## src/rtl/core/afc_pkg.sv

```systemverilog
// ----------------------------------------------------------------------------
// afc_pkg
// Shared widths, plane register layout and the word carried along the cells.
// ----------------------------------------------------------------------------
package afc_pkg;

  localparam int POS_W        = 16;
  localparam int NORM_W       = 16;
  localparam int FRAC_BITS    = 14;
  localparam int NUM_PLANES   = 6;
  localparam int PLANE_W      = 64;
  localparam int CFG_IDX_W    = 3;
  localparam int OUT_TDATA_W  = 8;
  localparam int DEF_CHUNK_XZ = 16;
  localparam int DEF_CHUNK_Y  = 256;

  // Plane register layout, most significant field first
  typedef struct packed {
    logic signed [NORM_W-1:0] off;
    logic signed [NORM_W-1:0] nz;
    logic signed [NORM_W-1:0] ny;
    logic signed [NORM_W-1:0] nx;
  } plane_t;

  // Word handed from cell to cell
  typedef struct packed {
    logic signed [POS_W-1:0] pos_x;
    logic signed [POS_W-1:0] pos_y;
    logic signed [POS_W-1:0] pos_z;
    logic                    needs_rebuild;
    logic                    vis;
  } item_t;

endpackage

```

## src/rtl/core/afc_cell.sv

```systemverilog
// ----------------------------------------------------------------------------
// afc_cell
// One plane of the frustum: p-vertex products in the first stage, sum and
// sign test in the second, visibility flag ANDed into the passing word.
// ----------------------------------------------------------------------------
module afc_cell
  import afc_pkg::*;
#(
  parameter int CHUNK_XZ = DEF_CHUNK_XZ,
  parameter int CHUNK_Y  = DEF_CHUNK_Y
) (
  input  logic               clk,
  input  logic               rst,
  input  plane_t             plane,
  input  logic               in_valid,
  input  item_t              in_item,
  output logic               in_ready,
  output logic               out_valid,
  output item_t              out_item,
  input  logic               out_ready
);

  localparam int CHUNK_MAX = (CHUNK_XZ > CHUNK_Y) ? CHUNK_XZ : CHUNK_Y;
  localparam int COORD_W   = $clog2((1 << (POS_W - 1)) + CHUNK_MAX) + 1;
  localparam int PROD_W    = COORD_W + NORM_W;
  localparam int ACC_W     = PROD_W + 3;

  localparam logic signed [COORD_W-1:0] SIZE_XZ = COORD_W'(CHUNK_XZ);
  localparam logic signed [COORD_W-1:0] SIZE_Y  = COORD_W'(CHUNK_Y);

  logic                      a_valid;
  item_t                     a_item;
  logic signed [PROD_W-1:0]  prod_x, prod_y, prod_z;
  logic signed [NORM_W-1:0]  a_off;
  logic                      a_ready;
  logic                      b_ready;
  item_t                     b_item;

  logic signed [COORD_W-1:0] px, py, pz;
  logic signed [ACC_W-1:0]   sum;

  // Pick the box corner farthest along the normal
  always_comb begin
    px = COORD_W'(in_item.pos_x);
    py = COORD_W'(in_item.pos_y);
    pz = COORD_W'(in_item.pos_z);
    if (!plane.nx[NORM_W-1]) px = px + SIZE_XZ;
    if (!plane.ny[NORM_W-1]) py = py + SIZE_Y;
    if (!plane.nz[NORM_W-1]) pz = pz + SIZE_XZ;
  end

  // Advance a stage when it is empty or its successor takes the word
  assign b_ready  = !out_valid || out_ready;
  assign a_ready  = !a_valid || b_ready;
  assign in_ready = a_ready;

  // Product stage
  always_ff @(posedge clk) begin
    if (rst) begin
      a_valid <= 1'b0;
    end else if (a_ready) begin
      a_valid <= in_valid;
    end
  end

  always_ff @(posedge clk) begin
    if (a_ready && in_valid) begin
      a_item <= in_item;
      prod_x <= plane.nx * px;
      prod_y <= plane.ny * py;
      prod_z <= plane.nz * pz;
      a_off  <= plane.off;
    end
  end

  // Sum the products and the scaled offset
  assign sum = ACC_W'(prod_x) + ACC_W'(prod_y) + ACC_W'(prod_z)
             + (ACC_W'(a_off) <<< FRAC_BITS);

  // Drop visibility when the p-vertex lies behind the plane
  always_comb begin
    b_item     = a_item;
    b_item.vis = a_item.vis & ~sum[ACC_W-1];
  end

  // Sign test stage
  always_ff @(posedge clk) begin
    if (rst) begin
      out_valid <= 1'b0;
    end else if (b_ready) begin
      out_valid <= a_valid;
    end
  end

  always_ff @(posedge clk) begin
    if (b_ready && a_valid) begin
      out_item <= b_item;
    end
  end

endmodule

```

## config.mk

```make
export PLATFORM = sky130hd
export DESIGN_NAME = afc_cell
export DESIGN_NICKNAME = d
export VERILOG_FILES = /design/src/rtl/core/afc_pkg.sv /design/src/rtl/core/afc_cell.sv
export SDC_FILE = /design/constraint.sdc
export NUM_CORES = 2
export LEC_CHECK = 0
export BUFFER_PORTS_ARGS = -buffer_cell sky130_fd_sc_hd__buf_4
export CORE_UTILIZATION = 50
export CTS_BUF_LIST = sky130_fd_sc_hd__clkbuf_16
export DETAILED_ROUTE_END_ITERATION = 6
export GPL_ROUTABILITY_DRIVEN = 0
export MAX_ROUTING_LAYER = met4
export PLACE_DENSITY_LB_ADDON = 0.2
export SYNTH_ARGS = -nofsm -noshare
export SYNTH_HDL_FRONTEND = slang
export SYNTH_SLANG_ARGS = --single-unit
```

## constraint.sdc

```tcl
create_clock -name clk -period 7.5 [get_ports clk]
set_clock_uncertainty 0.05 [all_clocks]
set_input_delay 0 -clock clk [delete_from_list [all_inputs] [get_ports clk]]
set_output_delay 0 -clock clk [all_outputs]
set_load 0.03 [all_outputs]
```

==> results.ini <==
[drt]
dr.pass1.iters = 5
vias_per_cell = 5.07
drtIter0Drc = 1483
avgRoutedWirePerCell_um = 17.2
drc_errors = 0
vias = 26300
drt-total-wl_um = 88900
ant_nets = 0

[yosys]
yosys-top-cells-area = fa_1 (44%), edfxtp_1 (16%), ha_1 (9.5%), inv_1 (9.2%), and2_1 (5.4%)
synth.distinct_cells = 55
async_reset_ff_frac = 0
synth_area_mm2 = 0.0398
synth_top_cell_area_share = 0.444
synth_warnings = 0
ys_seq_area_frac = 0.163
syn_area_per_cell_um2 = 10.2
synthFlopType = edfxtp_1
syn_inst = 3905
syn_nets = 5206
ys_seq_elements = 217
synth_top_area_cell = fa_1
synth_edf_count = 215

[timing]
finalSetupTns_ns = 0
rsz0062_at_grt = no
final_max_slew_viol_count = 0
tightest_slew_ns = 0.851
finalSetupViolations = 0
fin_crit_sh = 0.951
relSlewSlack = 0.433
max_freq_ghz = 0.140
post-route-min-period_ns = 7.13
hold_viol = 0

[die]
die_width_um = 284
die_area_mm2 = 0.0807
core-area_mm2 = 0.0789
std_cell_rows = 103
start_util = 0.505
die_h_um = 284
ioPinCount = 170

[setup_path]
critPathMaxStageDelay_ns = 0.60
worstReg2RegStart = prod_x[20]
cp-start-kind = input port
r2r_cells = 12
critPathMaxFanout = 14
crit_end = prod_x[29]
r2r_setup_slack_ns = 3.80
crit_start = in_item[38]
worstSetupEndpointType = flop
rr_endpoint = out_item[0]
worstSetupPathType = input port to flop
path_common_cell = fa_1
worst-endpoint-arrival_ns = 7.39
required_ns = 7.76
critPathSlowestCell = fa_1

[min_path]
hp-class = input port to flop

[outcome]
status = finished, final reports clean

[clock_network]
cts.htree.levels = 1
cts_tree = built
ctsRootBufferMaster = clkbuf_16
cts_buffers = 29
cts.clk_slew.worst_paths_ns = 0.05
cts.sinks = 217
clockBufferDepth = 3
clk_latency_ns = 0.57

[run]
maxCapViolCount = 0

[grt]
gr-total-overflow = 0
antenna_found_initial = 2
grt_pass1_vias = 28900
grt_pass1_wl_um = 151000
track_usage = 0.241
grt_max_degree = 117

[layout]
insertedDiodeCount = 0
syn_to_final_growth_pct = 10.5
layout-drive-gt1-share = 0.0663
fin_nets = 5412
mostFrequentLayoutCells = inv_1 (980), fa_1 (882), nand2_1 (482)
final_area_mm2 = 0.0440
final_common_cell = inv_1

[placement]
dp_hpwl_um = 73400
place_area_mm2 = 0.0423
io_buffers = 169

[state kept, by name (all words and copies together) (netlist names)]
signal and cells:
a_valid 1, prod_y 33, prod_z 33, a_off 16, out_valid 1, out_item 50
prod_x 33, a_item 50
[layout make-up]
class | count | area (um2)
Clock buffer | 29 | 726
Clock inverter | 22 | 163
Fill cell | 6997 | 34900
Inverter | 978 | 3670
Multi-Input combinational cell | 2600 | 29300
Sequential cell | 217 | 6500
Tap cell | 1050 | 1310
Timing Repair Buffer | 285 | 2340
[worst max-delay path: cells and delay by family]
| family | cells | cell delay (ns) |
|---|---|---|
| buffers and inverters | 6 | 1.11 |
| AO/OA/AOI/OAI | 7 | 1.43 |
| AND/OR/NAND/NOR | 5 | 0.87 |
| XOR/XNOR | 2 | 0.45 |
| adder cells (fa/ha/maj) | 8 | 3.50 |
[cells by family (layout without fill, tap and decap cells)]
group                      count (synthesis)  after routing  synth area share
AOI/OAI and AO/OA                        255            255            0.0405
xor gates and xnor gates                 135            135            0.0297
adders and majority gates               1183           1183             0.538
buffers and inverters                   1088           1314             0.103
DFF                                      217            217             0.163
muxes                                      3              3          0.000849
and+or+nand+nor                         1024           1024             0.125
[how the worst min path moves through the flow]
| stage | to | slack [ns] | start | cells after the start |
|---|---|---|---|---|
| 4_1_cts | prod_z[1] | 0.02 | plane[33] | 3 |
| 6_report | prod_z[1] | 0.06 | plane[33] | 3 |
| 3_5_place_dp | a_valid | 0.12 | rst | 2 |
| 3_3_place_gp | out_valid | 0.12 | rst | 2 |
| 2_1_floorplan | a_valid | 0.02 | rst | 1 |
| 5_1_grt | prod_z[1] | 0.06 | plane[33] | 3 |
[Yosys cell counts, types with 5 or more instances]
cell type,count
clkbuf_1,108
a21oi_1,85
a211oi_1,13
nor2b_1,18
and2_1,341
nand2_1,482
a21o_1,39
nor3_1,6
ha_1,301
fa_1,882
nand2b_1,30
nand4_1,15
nor2_1,81
edfxtp_1,215
xor2_1,35
and3_1,14
xnor2_1,100
o21ai_0,53
a31oi_1,5
o21a_1,15
nand3_1,26
o21bai_1,8
inv_1,977
[metal layers]
| metal | share of wire | GRT usage | up-vias |
|---|---|---|---|
| met5 | 0 | - | - |
| met4 | 0.013 | 0.0383 | 0 |
| met3 | 0.043 | 0.0204 | 91 |
| met2 | 0.49 | 0.396 | 538 |
| met1 | 0.45 | 0.333 | 13600 |
| li1 | - | - | 12000 |
[what timing repair did]
item,4_1_cts,5_1_grt
setup buffers,0,0
hold buffers,75,0
endpoints found under the setup margin,0,5
hold endpoints to repair,74,0
gates resized for setup,0,5
[per-stage QoR]
stage,utilization,hold slack (ns),worst slack (ns),cells
5_1_grt,0.557,0.0604,0.0326,5181
3_5_place_dp,0.536,0.121,0.266,5055
4_1_cts,0.557,0.0170,0.344,5181
3_3_place_gp,0.536,0.122,0.313,5055
6_report,0.557,0.0595,0.367,5181
2_1_floorplan,-,0.0224,0.894,3905
Power is not shown: default switching activity piles up to over one toggle a cycle in this logic, so the estimate is an artifact.
